===== src/hw/rtl/rsc_pkg.sv =====
`timescale 1ns / 1ps

package rsc_pkg;

  localparam int unsigned WORD_W  = 32;
  localparam int unsigned KIND_W  = 3;
  localparam int unsigned ERR_W   = 2;
  localparam int unsigned DEPTH_W = 6;

  // Token codes carried on the input channel.
  typedef enum logic [KIND_W-1:0] {
    KIND_PUSH  = 3'd0,
    KIND_ADD   = 3'd1,
    KIND_SUB   = 3'd2,
    KIND_MUL   = 3'd3,
    KIND_DIV   = 3'd4,
    KIND_PRINT = 3'd5
  } kind_e;

  // Error codes reported with every result word.
  typedef enum logic [ERR_W-1:0] {
    ERR_NONE         = 2'd0,
    ERR_INSUFFICIENT = 2'd1,
    ERR_OVERFLOW     = 2'd2,
    ERR_DIVZERO      = 2'd3
  } err_e;

  // Commands from the controller to the datapath.
  typedef struct packed {
    logic  load_token;
    logic  push_num;
    logic  push_res;
    logic  pop;
    logic  take_b;
    logic  take_a;
    logic  set_err;
    err_e  err;
    logic  set_shown;
    logic  div_start;
    logic  out_load;
  } dp_cmd_t;

  // Status from the datapath and the divider back to the controller.
  typedef struct packed {
    kind_e kind;
    logic  empty;
    logic  full;
    logic  b_zero;
    logic  div_done;
    logic  out_room;
  } dp_sts_t;

endpackage


===== src/hw/rtl/rsc_if.sv =====
`timescale 1ns / 1ps

interface rsc_in_if;
  logic                                valid;
  logic                                ready;
  logic [rsc_pkg::KIND_W-1:0]          kind;
  logic signed [rsc_pkg::WORD_W-1:0]   number;

  modport source (output valid, output kind, output number, input ready);
  modport sink   (input valid, input kind, input number, output ready);
endinterface

interface rsc_out_if;
  logic                                valid;
  logic                                ready;
  logic                                shown;
  logic signed [rsc_pkg::WORD_W-1:0]   shown_value;
  logic [rsc_pkg::ERR_W-1:0]           error;
  logic [rsc_pkg::DEPTH_W-1:0]         depth;

  modport source (output valid, output shown, output shown_value, output error,
                  output depth, input ready);
  modport sink   (input valid, input shown, input shown_value, input error,
                  input depth, output ready);
endinterface


===== src/hw/rtl/rpn_stack_calculator_core.sv =====
// Steps: a push or an ignored token is decoded and goes straight to the result word;
// print also pops the top, add/subtract/multiply pop B and A and operate, divide also
// waits for the divider. Throughput: one token at a time; the next is taken once the
// previous result word is registered, which waits for room on the output.
// Reset: rst_ni is asynchronous, active low; it empties the stack and drops valid.
// Stack contents are not cleared; only entries below the word count are ever read.
`timescale 1ns / 1ps

module rpn_stack_calculator_core #(
  parameter int unsigned STACK_DEPTH = 32
) (
  input  logic          clk_i,
  input  logic          rst_ni,
  rsc_in_if.sink        tok_i,
  rsc_out_if.source     res_o
);

  // The controller steps each token through a short sequence: latch, decode,
  // pop B, pop A, operate, then load the result register. The stack lives in a
  // single-port memory with a registered read, so each popped word is registered
  // before it can be used.
  rsc_pkg::dp_cmd_t cmd;
  rsc_pkg::dp_sts_t dp_sts;
  rsc_pkg::dp_sts_t ctrl_sts;

  logic [rsc_pkg::WORD_W-1:0] opa;
  logic [rsc_pkg::WORD_W-1:0] opb;
  logic [rsc_pkg::WORD_W-1:0] div_quo;
  logic                       div_done;
  logic [rsc_pkg::WORD_W-1:0] shown_value;

  // The divider's done pulse joins the datapath status on its way to the
  // controller.
  always_comb begin
    ctrl_sts          = dp_sts;
    ctrl_sts.div_done = div_done;
  end

  rsc_ctrl u_ctrl (
    .clk_i       (clk_i),
    .rst_ni      (rst_ni),
    .tok_valid_i (tok_i.valid),
    .tok_ready_o (tok_i.ready),
    .sts_i       (ctrl_sts),
    .cmd_o       (cmd)
  );

  rsc_datapath #(
    .STACK_DEPTH (STACK_DEPTH)
  ) u_datapath (
    .clk_i             (clk_i),
    .rst_ni            (rst_ni),
    .cmd_i             (cmd),
    .sts_o             (dp_sts),
    .tok_kind_i        (tok_i.kind),
    .tok_number_i      (tok_i.number),
    .opa_o             (opa),
    .opb_o             (opb),
    .div_quo_i         (div_quo),
    .res_valid_o       (res_o.valid),
    .res_ready_i       (res_o.ready),
    .res_shown_o       (res_o.shown),
    .res_shown_value_o (shown_value),
    .res_error_o       (res_o.error),
    .res_depth_o       (res_o.depth)
  );

  // A division starts only after both operands are held and the divisor has
  // been checked for zero.
  rsc_divider u_divider (
    .clk_i      (clk_i),
    .rst_ni     (rst_ni),
    .start_i    (cmd.div_start),
    .dividend_i (opa),
    .divisor_i  (opb),
    .done_o     (div_done),
    .quotient_o (div_quo)
  );

  assign res_o.shown_value = signed'(shown_value);

endmodule


===== src/hw/rtl/rsc_divider.sv =====
`timescale 1ns / 1ps

// Signed restoring divider, one quotient bit per cycle. The quotient
// truncates toward zero; the most negative word divided by minus one wraps.
module rsc_divider (
  input  logic                               clk_i,
  input  logic                               rst_ni,
  input  logic                               start_i,
  input  logic [rsc_pkg::WORD_W-1:0]         dividend_i,
  input  logic [rsc_pkg::WORD_W-1:0]         divisor_i,
  output logic                               done_o,
  output logic [rsc_pkg::WORD_W-1:0]         quotient_o
);

  localparam int unsigned W    = rsc_pkg::WORD_W;
  localparam int unsigned CNTW = $clog2(W);

  logic [W-1:0]    rem_q, rem_d;
  logic [W-1:0]    quo_q, quo_d;
  logic [W-1:0]    dvs_q, dvs_d;
  logic            neg_q, neg_d;
  logic            busy_q, busy_d;
  logic            done_q, done_d;
  logic [CNTW-1:0] cnt_q, cnt_d;
  logic [W:0]      shifted;
  logic [W+1:0]    diff;
  logic            fits;

  assign shifted = {rem_q, quo_q[W-1]};
  assign diff    = {1'b0, shifted} - {2'b00, dvs_q};
  assign fits    = ~diff[W+1];

  always_comb begin
    rem_d  = rem_q;
    quo_d  = quo_q;
    dvs_d  = dvs_q;
    neg_d  = neg_q;
    busy_d = busy_q;
    cnt_d  = cnt_q;
    done_d = 1'b0;
    if (start_i) begin
      rem_d  = '0;
      quo_d  = dividend_i[W-1] ? (~dividend_i + W'(1)) : dividend_i;
      dvs_d  = divisor_i[W-1] ? (~divisor_i + W'(1)) : divisor_i;
      neg_d  = dividend_i[W-1] ^ divisor_i[W-1];
      busy_d = 1'b1;
      cnt_d  = '0;
    end else if (busy_q) begin
      rem_d = fits ? diff[W-1:0] : shifted[W-1:0];
      quo_d = {quo_q[W-2:0], fits};
      cnt_d = cnt_q + CNTW'(1);
      if (cnt_q == CNTW'(W - 1)) begin
        busy_d = 1'b0;
        done_d = 1'b1;
      end
    end
  end

  always_ff @(posedge clk_i or negedge rst_ni) begin
    if (!rst_ni) begin
      busy_q <= 1'b0;
      done_q <= 1'b0;
      cnt_q  <= '0;
    end else begin
      busy_q <= busy_d;
      done_q <= done_d;
      cnt_q  <= cnt_d;
    end
  end

  always_ff @(posedge clk_i) begin
    rem_q <= rem_d;
    quo_q <= quo_d;
    dvs_q <= dvs_d;
    neg_q <= neg_d;
  end

  assign done_o     = done_q;
  assign quotient_o = neg_q ? (~quo_q + W'(1)) : quo_q;

endmodule


===== src/hw/rtl/rsc_datapath.sv =====
`timescale 1ns / 1ps

// Stack memory, word count, operand registers, adder and multiplier,
// and the result word register.
module rsc_datapath #(
  parameter int unsigned STACK_DEPTH = 32
) (
  input  logic                               clk_i,
  input  logic                               rst_ni,
  input  rsc_pkg::dp_cmd_t                   cmd_i,
  output rsc_pkg::dp_sts_t                   sts_o,
  input  logic [rsc_pkg::KIND_W-1:0]         tok_kind_i,
  input  logic [rsc_pkg::WORD_W-1:0]         tok_number_i,
  output logic [rsc_pkg::WORD_W-1:0]         opa_o,
  output logic [rsc_pkg::WORD_W-1:0]         opb_o,
  input  logic [rsc_pkg::WORD_W-1:0]         div_quo_i,
  output logic                               res_valid_o,
  input  logic                               res_ready_i,
  output logic                               res_shown_o,
  output logic [rsc_pkg::WORD_W-1:0]         res_shown_value_o,
  output logic [rsc_pkg::ERR_W-1:0]          res_error_o,
  output logic [rsc_pkg::DEPTH_W-1:0]        res_depth_o
);

  localparam int unsigned W  = rsc_pkg::WORD_W;
  localparam int unsigned AW = $clog2(STACK_DEPTH);
  localparam int unsigned CW = $clog2(STACK_DEPTH + 1);

  logic [W-1:0]        mem [STACK_DEPTH];
  logic [W-1:0]        rd_data_q;
  logic [CW-1:0]       count_q, count_d;
  rsc_pkg::kind_e      kind_q;
  logic [W-1:0]        number_q;
  logic [W-1:0]        a_q, b_q;
  rsc_pkg::err_e       err_q, err_d;
  logic                shown_q, shown_d;
  logic                res_valid_q, res_valid_d;
  logic                res_shown_q;
  logic [W-1:0]        res_value_q;
  rsc_pkg::err_e       res_err_q;
  logic [rsc_pkg::DEPTH_W-1:0] res_depth_q;
  logic                wr_en;
  logic [W-1:0]        wr_data;
  logic [W-1:0]        alu_res;
  logic [AW-1:0]       top_addr;

  assign top_addr = AW'(count_q - CW'(1));
  assign wr_en    = cmd_i.push_num | cmd_i.push_res;
  assign wr_data  = cmd_i.push_num ? number_q : alu_res;

  always_comb begin
    case (kind_q)
      rsc_pkg::KIND_ADD: alu_res = a_q + b_q;
      rsc_pkg::KIND_SUB: alu_res = a_q - b_q;
      rsc_pkg::KIND_MUL: alu_res = a_q * b_q;
      rsc_pkg::KIND_DIV: alu_res = div_quo_i;
      default:           alu_res = '0;
    endcase
  end

  always_ff @(posedge clk_i) begin
    if (wr_en) begin
      mem[AW'(count_q)] <= wr_data;
    end
    if (cmd_i.pop) begin
      rd_data_q <= mem[top_addr];
    end
  end

  always_comb begin
    count_d = count_q;
    if (wr_en) begin
      count_d = count_q + CW'(1);
    end else if (cmd_i.pop) begin
      count_d = count_q - CW'(1);
    end

    err_d   = err_q;
    shown_d = shown_q;
    if (cmd_i.load_token) begin
      err_d   = rsc_pkg::ERR_NONE;
      shown_d = 1'b0;
    end else begin
      if (cmd_i.set_err) begin
        err_d = cmd_i.err;
      end
      if (cmd_i.set_shown) begin
        shown_d = 1'b1;
      end
    end

    res_valid_d = res_valid_q;
    if (cmd_i.out_load) begin
      res_valid_d = 1'b1;
    end else if (res_ready_i) begin
      res_valid_d = 1'b0;
    end
  end

  always_ff @(posedge clk_i or negedge rst_ni) begin
    if (!rst_ni) begin
      count_q     <= '0;
      err_q       <= rsc_pkg::ERR_NONE;
      shown_q     <= 1'b0;
      res_valid_q <= 1'b0;
    end else begin
      count_q     <= count_d;
      err_q       <= err_d;
      shown_q     <= shown_d;
      res_valid_q <= res_valid_d;
    end
  end

  always_ff @(posedge clk_i) begin
    if (cmd_i.load_token) begin
      kind_q   <= rsc_pkg::kind_e'(tok_kind_i);
      number_q <= tok_number_i;
    end
    if (cmd_i.take_b) begin
      b_q <= rd_data_q;
    end
    if (cmd_i.take_a) begin
      a_q <= rd_data_q;
    end
    if (cmd_i.out_load) begin
      res_shown_q <= shown_q;
      res_value_q <= shown_q ? a_q : '0;
      res_err_q   <= err_q;
      res_depth_q <= rsc_pkg::DEPTH_W'(count_q);
    end
  end

  assign sts_o.kind     = kind_q;
  assign sts_o.empty    = (count_q == '0);
  assign sts_o.full     = (count_q == CW'(STACK_DEPTH));
  assign sts_o.b_zero   = (b_q == '0);
  assign sts_o.div_done = 1'b0;
  assign sts_o.out_room = ~res_valid_q | res_ready_i;

  assign opa_o             = a_q;
  assign opb_o             = b_q;
  assign res_valid_o       = res_valid_q;
  assign res_shown_o       = res_shown_q;
  assign res_shown_value_o = res_value_q;
  assign res_error_o       = res_err_q;
  assign res_depth_o       = res_depth_q;

endmodule


===== src/hw/rtl/rsc_ctrl.sv =====
`timescale 1ns / 1ps

// Token sequencer: decodes the latched token and steps the datapath
// through pops, the operation and the result word.
module rsc_ctrl (
  input  logic              clk_i,
  input  logic              rst_ni,
  input  logic              tok_valid_i,
  output logic              tok_ready_o,
  input  rsc_pkg::dp_sts_t  sts_i,
  output rsc_pkg::dp_cmd_t  cmd_o
);

  typedef enum logic [6:0] {
    ST_IDLE     = 7'b0000001,
    ST_DECODE   = 7'b0000010,
    ST_GET_B    = 7'b0000100,
    ST_GET_A    = 7'b0001000,
    ST_EXEC     = 7'b0010000,
    ST_DIV_WAIT = 7'b0100000,
    ST_FINISH   = 7'b1000000
  } ctrl_state_e;

  ctrl_state_e state_q, state_d;

  assign tok_ready_o = (state_q == ST_IDLE);

  always_comb begin
    state_d = state_q;
    cmd_o   = '0;
    unique case (state_q)
      ST_IDLE: begin
        if (tok_valid_i) begin
          cmd_o.load_token = 1'b1;
          state_d          = ST_DECODE;
        end
      end
      ST_DECODE: begin
        state_d = ST_FINISH;
        unique case (sts_i.kind) inside
          rsc_pkg::KIND_PUSH: begin
            if (sts_i.full) begin
              cmd_o.set_err = 1'b1;
              cmd_o.err     = rsc_pkg::ERR_OVERFLOW;
            end else begin
              cmd_o.push_num = 1'b1;
            end
          end
          rsc_pkg::KIND_PRINT: begin
            if (sts_i.empty) begin
              cmd_o.set_err = 1'b1;
              cmd_o.err     = rsc_pkg::ERR_INSUFFICIENT;
            end else begin
              cmd_o.pop = 1'b1;
              state_d   = ST_GET_A;
            end
          end
          rsc_pkg::KIND_ADD, rsc_pkg::KIND_SUB, rsc_pkg::KIND_MUL,
          rsc_pkg::KIND_DIV: begin
            if (sts_i.empty) begin
              cmd_o.set_err = 1'b1;
              cmd_o.err     = rsc_pkg::ERR_INSUFFICIENT;
            end else begin
              cmd_o.pop = 1'b1;
              state_d   = ST_GET_B;
            end
          end
          default: begin
            state_d = ST_FINISH;
          end
        endcase
      end
      ST_GET_B: begin
        cmd_o.take_b = 1'b1;
        if (sts_i.empty) begin
          cmd_o.set_err = 1'b1;
          cmd_o.err     = rsc_pkg::ERR_INSUFFICIENT;
          state_d       = ST_FINISH;
        end else begin
          cmd_o.pop = 1'b1;
          state_d   = ST_GET_A;
        end
      end
      ST_GET_A: begin
        cmd_o.take_a = 1'b1;
        if (sts_i.kind == rsc_pkg::KIND_PRINT) begin
          cmd_o.set_shown = 1'b1;
          state_d         = ST_FINISH;
        end else begin
          state_d = ST_EXEC;
        end
      end
      ST_EXEC: begin
        if (sts_i.kind == rsc_pkg::KIND_DIV) begin
          if (sts_i.b_zero) begin
            cmd_o.set_err = 1'b1;
            cmd_o.err     = rsc_pkg::ERR_DIVZERO;
            state_d       = ST_FINISH;
          end else begin
            cmd_o.div_start = 1'b1;
            state_d         = ST_DIV_WAIT;
          end
        end else begin
          cmd_o.push_res = 1'b1;
          state_d        = ST_FINISH;
        end
      end
      ST_DIV_WAIT: begin
        if (sts_i.div_done) begin
          cmd_o.push_res = 1'b1;
          state_d        = ST_FINISH;
        end
      end
      ST_FINISH: begin
        if (sts_i.out_room) begin
          cmd_o.out_load = 1'b1;
          state_d        = ST_IDLE;
        end
      end
      default: begin
        state_d = ST_IDLE;
      end
    endcase
  end

  always_ff @(posedge clk_i or negedge rst_ni) begin
    if (!rst_ni) begin
      state_q <= ST_IDLE;
    end else begin
      state_q <= state_d;
    end
  end

endmodule


===== src/flat_wrapper.sv =====
// flat-port wrapper written by rule: the top's interface ports become plain ports
module rpn_stack_calculator_core_flat 
#(
  parameter int unsigned STACK_DEPTH = 32
)
  (clk_i, rst_ni, tok_i_valid, tok_i_kind, tok_i_number, tok_i_ready, res_o_valid, res_o_shown, res_o_shown_value, res_o_error, res_o_depth, res_o_ready);
  rsc_in_if tok_i_i ();
  rsc_out_if res_o_i ();
  input  logic clk_i;
  input  logic rst_ni;
  input wire logic [$bits(tok_i_i.valid)-1:0] tok_i_valid;
  input wire logic [$bits(tok_i_i.kind)-1:0] tok_i_kind;
  input wire logic [$bits(tok_i_i.number)-1:0] tok_i_number;
  output wire logic [$bits(tok_i_i.ready)-1:0] tok_i_ready;
  output wire logic [$bits(res_o_i.valid)-1:0] res_o_valid;
  output wire logic [$bits(res_o_i.shown)-1:0] res_o_shown;
  output wire logic [$bits(res_o_i.shown_value)-1:0] res_o_shown_value;
  output wire logic [$bits(res_o_i.error)-1:0] res_o_error;
  output wire logic [$bits(res_o_i.depth)-1:0] res_o_depth;
  input wire logic [$bits(res_o_i.ready)-1:0] res_o_ready;
  assign tok_i_i.valid = tok_i_valid;
  assign tok_i_i.kind = tok_i_kind;
  assign tok_i_i.number = tok_i_number;
  assign tok_i_ready = tok_i_i.ready;
  assign res_o_valid = res_o_i.valid;
  assign res_o_shown = res_o_i.shown;
  assign res_o_shown_value = res_o_i.shown_value;
  assign res_o_error = res_o_i.error;
  assign res_o_depth = res_o_i.depth;
  assign res_o_i.ready = res_o_ready;
  rpn_stack_calculator_core #(.STACK_DEPTH(STACK_DEPTH)) u_core (.clk_i(clk_i), .rst_ni(rst_ni), .tok_i(tok_i_i), .res_o(res_o_i));
endmodule

===== config.mk =====
export PLATFORM = sky130hd
export DESIGN_NAME = rpn_stack_calculator_core_flat
export DESIGN_NICKNAME = d
export VERILOG_FILES = /design/src/hw/rtl/rsc_pkg.sv /design/src/hw/rtl/rsc_if.sv /design/src/hw/rtl/rpn_stack_calculator_core.sv /design/src/hw/rtl/rsc_divider.sv /design/src/hw/rtl/rsc_datapath.sv /design/src/hw/rtl/rsc_ctrl.sv /design/src/flat_wrapper.sv
export SDC_FILE = /design/constraint.sdc
export NUM_CORES = 2
export LEC_CHECK = 0
export BUFFER_PORTS_ARGS = -buffer_cell sky130_fd_sc_hd__clkbuf_2
export CORE_UTILIZATION = 40
export DETAILED_ROUTE_END_ITERATION = 10
export PLACE_DENSITY = 0.51
export SLEW_MARGIN = 20
export SYNTH_ARGS = -nofsm -noshare
export SYNTH_HDL_FRONTEND = slang
export SYNTH_HIERARCHICAL = 1
export SYNTH_SLANG_ARGS = --single-unit

===== constraint.sdc =====
create_clock -name clk_i -period 23.3 [get_ports clk_i]
set_input_delay 1.165 -clock clk_i [delete_from_list [all_inputs] [get_ports clk_i]]
set_output_delay 1.165 -clock clk_i [all_outputs]
set_load 0.01 [all_outputs]

==> results.txt <==
The flow ran to the end, and the final reports show no timing, DRC or antenna violations. Once detail routing completed, the nets flagged for antenna violations numbered 0. The count of final setup violators came out at 0. The final-report max-slew violation count came to 0. The number of setup buffers added after CTS came out at 0. For the worst-skew pair, the clock arrives at the later sink with an insertion delay of 810 ps. The tree is rooted in a sky130_fd_sc_hd__clkbuf_16. The number of design-rule violations left by the first detailed-router iteration came out at 3591. The first-pass detailed-route iteration total came out at 6. Routability-driven placement finished with a final weighted congestion of 0.901.

The final wirelength is 213 mm. Relative to the synthesized area, the layout overhead comes to 12.0%. The class of the worst hold path is in -> async.

The finished cells cover 80700 µm². The net count after synthesis came out at 5615. The sum of net half-perimeters after detailed placement is 132 mm. The boundary pin count came out at 82. The average size of a mapped cell is 14.5 µm².

The most common cell after layout, fill and taps aside is sky130_fd_sc_hd__edfxtp_1. The power per cell area is 152 nW/µm². The final setup slack of the worst path came out at 14320 ps. The remaining routing DRC violations is 0. The leakage power is 29.3 nW.

The cell count after synthesis came out at 4969. The width of the die is 427 µm. The cell type of the slowest stage on the worst timing path is sky130_fd_sc_hd__a41oi_4. The post-cts gate resize count is 0. The cell area after technology mapping is 72100 µm². The number of endpoints with negative hold slack in the final report is 0. The final net count is 5728. The cell repeated most along the worst path is sky130_fd_sc_hd__fa_1. The share of the clock period used by the worst path after layout came out at 38.5%. No sink is reached through more buffers than the 3 on the longest clock path. The number of buffers created by CTS came out at 149.

The residual overflow from global routing came out at 0. The worst setup path is of the reg -> reg kind. The upper clock frequency limit came out at 111 MHz. The wire length of the first global-routing pass is 312 mm. The tightest hold path in the finished design has a slack of 412 ps.

The cell depth of the worst flop-to-flop path came out at 25. The number of hold buffers added after CTS was 0. The via count of the first global-routing pass is 44100. Grouping stages by cell kind, the critical path spends the most delay in adder cells. In this run the worst path has a maximum fanout of 32. The number of buffers and inverters on the critical path came out at 5. The total number of cells along the worst setup path is 25.

The worst setup path is captured at a flop. The worst pin sits at a relative slew slack of 21.8%. The final setup skew is 72.5 ps. Detailed routing inserted a total of 42200 vias. The initial antenna violation count is 7. After detailed routing, the average wire length per cell comes to 28.2 µm. The required arrival time at the worst endpoint came out at 23730 ps. The die footprint came out at 182000 µm². TritonCTS built the clock tree. The cell area after placement is 76000 µm².

The starting utilization of the core area is 40.3%. The clock transition at the registers of the reported paths came out at 60 ps. Using the TritonRoute via totals, the vias-per-cell ratio works out to 5.58. Prior to clock tree synthesis, the placed netlist has a worst setup slack of 14040 ps. The core box area is 179000 µm².

VDD sags by at most 284 µV. The count of yosys warnings during synthesis came out at 6. The number of placement rows is 155. STA classifies the critical path startpoint as a flop. Leaving out fill and tap cells, the most frequent cells in the layout are sky130_fd_sc_hd__edfxtp_1, sky130_fd_sc_hd__inv_1, sky130_fd_sc_hd__fa_1, sky130_fd_sc_hd__nand2_1, sky130_fd_sc_hd__and2_1. The fraction of final layout cells sized beyond drive strength 1 is 17.3%. Power comes to 0.0122 W.

The worst path needs 8980 ps of the cycle, external delays included. The final sum of negative setup slack is 0 ps. The biggest cell delay along the critical path came out at 750 ps. The count of input and output buffers came out at 81. Data arrives at the worst endpoint at 9400 ps.

Setup repair after global routing left no endpoint under its margin. Entering global routing, the biggest net connects 115 pins. At the pin with the least slew margin, the transition time is 1160 ps. The global-route total usage across every layer came out at 23.8%. The total number of H-tree levels came out at 4. The clock sink count is 1317. The reported max-cap violation count came out at 0. The floorplan die height came out at 427 µm.
==> report_power, final <==
part	internal [W]	total [W]	switching, W
clock	0.00127	0.00227	0.000997
combinational	0.00266	0.00672	0.00406
sequential	0.00314	0.00325	0.000109
total	0.00708	0.0122	0.00517
==> final cells by class <==
| type | count | area, µm² |
|---|---|---|
| inverter | 440 | 1650 |
| tap | 2355 | 2950 |
| timing repair buffer | 222 | 1490 |
| clock buffer | 186 | 3880 |
| sequential | 1317 | 39100 |
| fill | 16000 | 98100 |
| antenna | 3 | 7.51 |
| clock inverter | 81 | 831 |
| multi-input combinational | 2952 | 30800 |
==> through the flow <==
| stage | cells | utilization, % |
|---|---|---|
| after global placement | 7286 | 42.5 |
| after CTS | 7553 | 45.1 |
| after global routing | 7553 | 45.1 |
| after detailed placement | 7286 | 42.5 |
| final | 7556 | 45.2 |
| after floorplan | 4969 | - |
==> path summary, 6_finish.rpt <==
kind / end / start / slack [ps]
max: u_core/u_datapath/mem[31][31] / u_core/u_datapath/opa_o[10] / 14320
min: u_core/u_datapath/count_q[5] / rst_ni / 410
max reg2reg: u_core/u_datapath/mem[31][31] / u_core/u_datapath/opa_o[10] / 14320
min reg2reg: u_core/u_datapath/opb_o[24] / u_core/u_datapath/rd_data_q[24] / 440
max in group asynchronous: u_core/u_datapath/count_q[0] / rst_ni / 22360
min in group clk_i: u_core/u_datapath/opb_o[24] / u_core/u_datapath/rd_data_q[24] / 440
==> per-layer routing <==
metal	part of all wire, %	track usage (%)	vias to the layer above
li1	-	-	18200
met1	40	30.4	22400
met2	52	42.2	1204
met3	4.8	3.21	306
met4	2.9	6.90	0
met5	0	0	-
==> registers in the layout (all words and copies together) (netlist names), 6 cells and up <==
name                                 count
u_core/u_divider/quo_q                  32
u_core/u_datapath/opa_o                 32
u_core/u_divider/rem_q                  32
u_core/u_divider/dvs_q                  32
u_core/u_datapath/rd_data_q             32
u_core/u_datapath/opb_o                 32
u_core/u_datapath/count_q                6
u_core/u_datapath/number_q              32
u_core/u_datapath/res_shown_value_o     32
u_core/u_ctrl/state_q                    7
u_core/u_datapath/res_depth_o            6
u_core/u_datapath/mem                 1024
(Power assumes the default switching activity.)
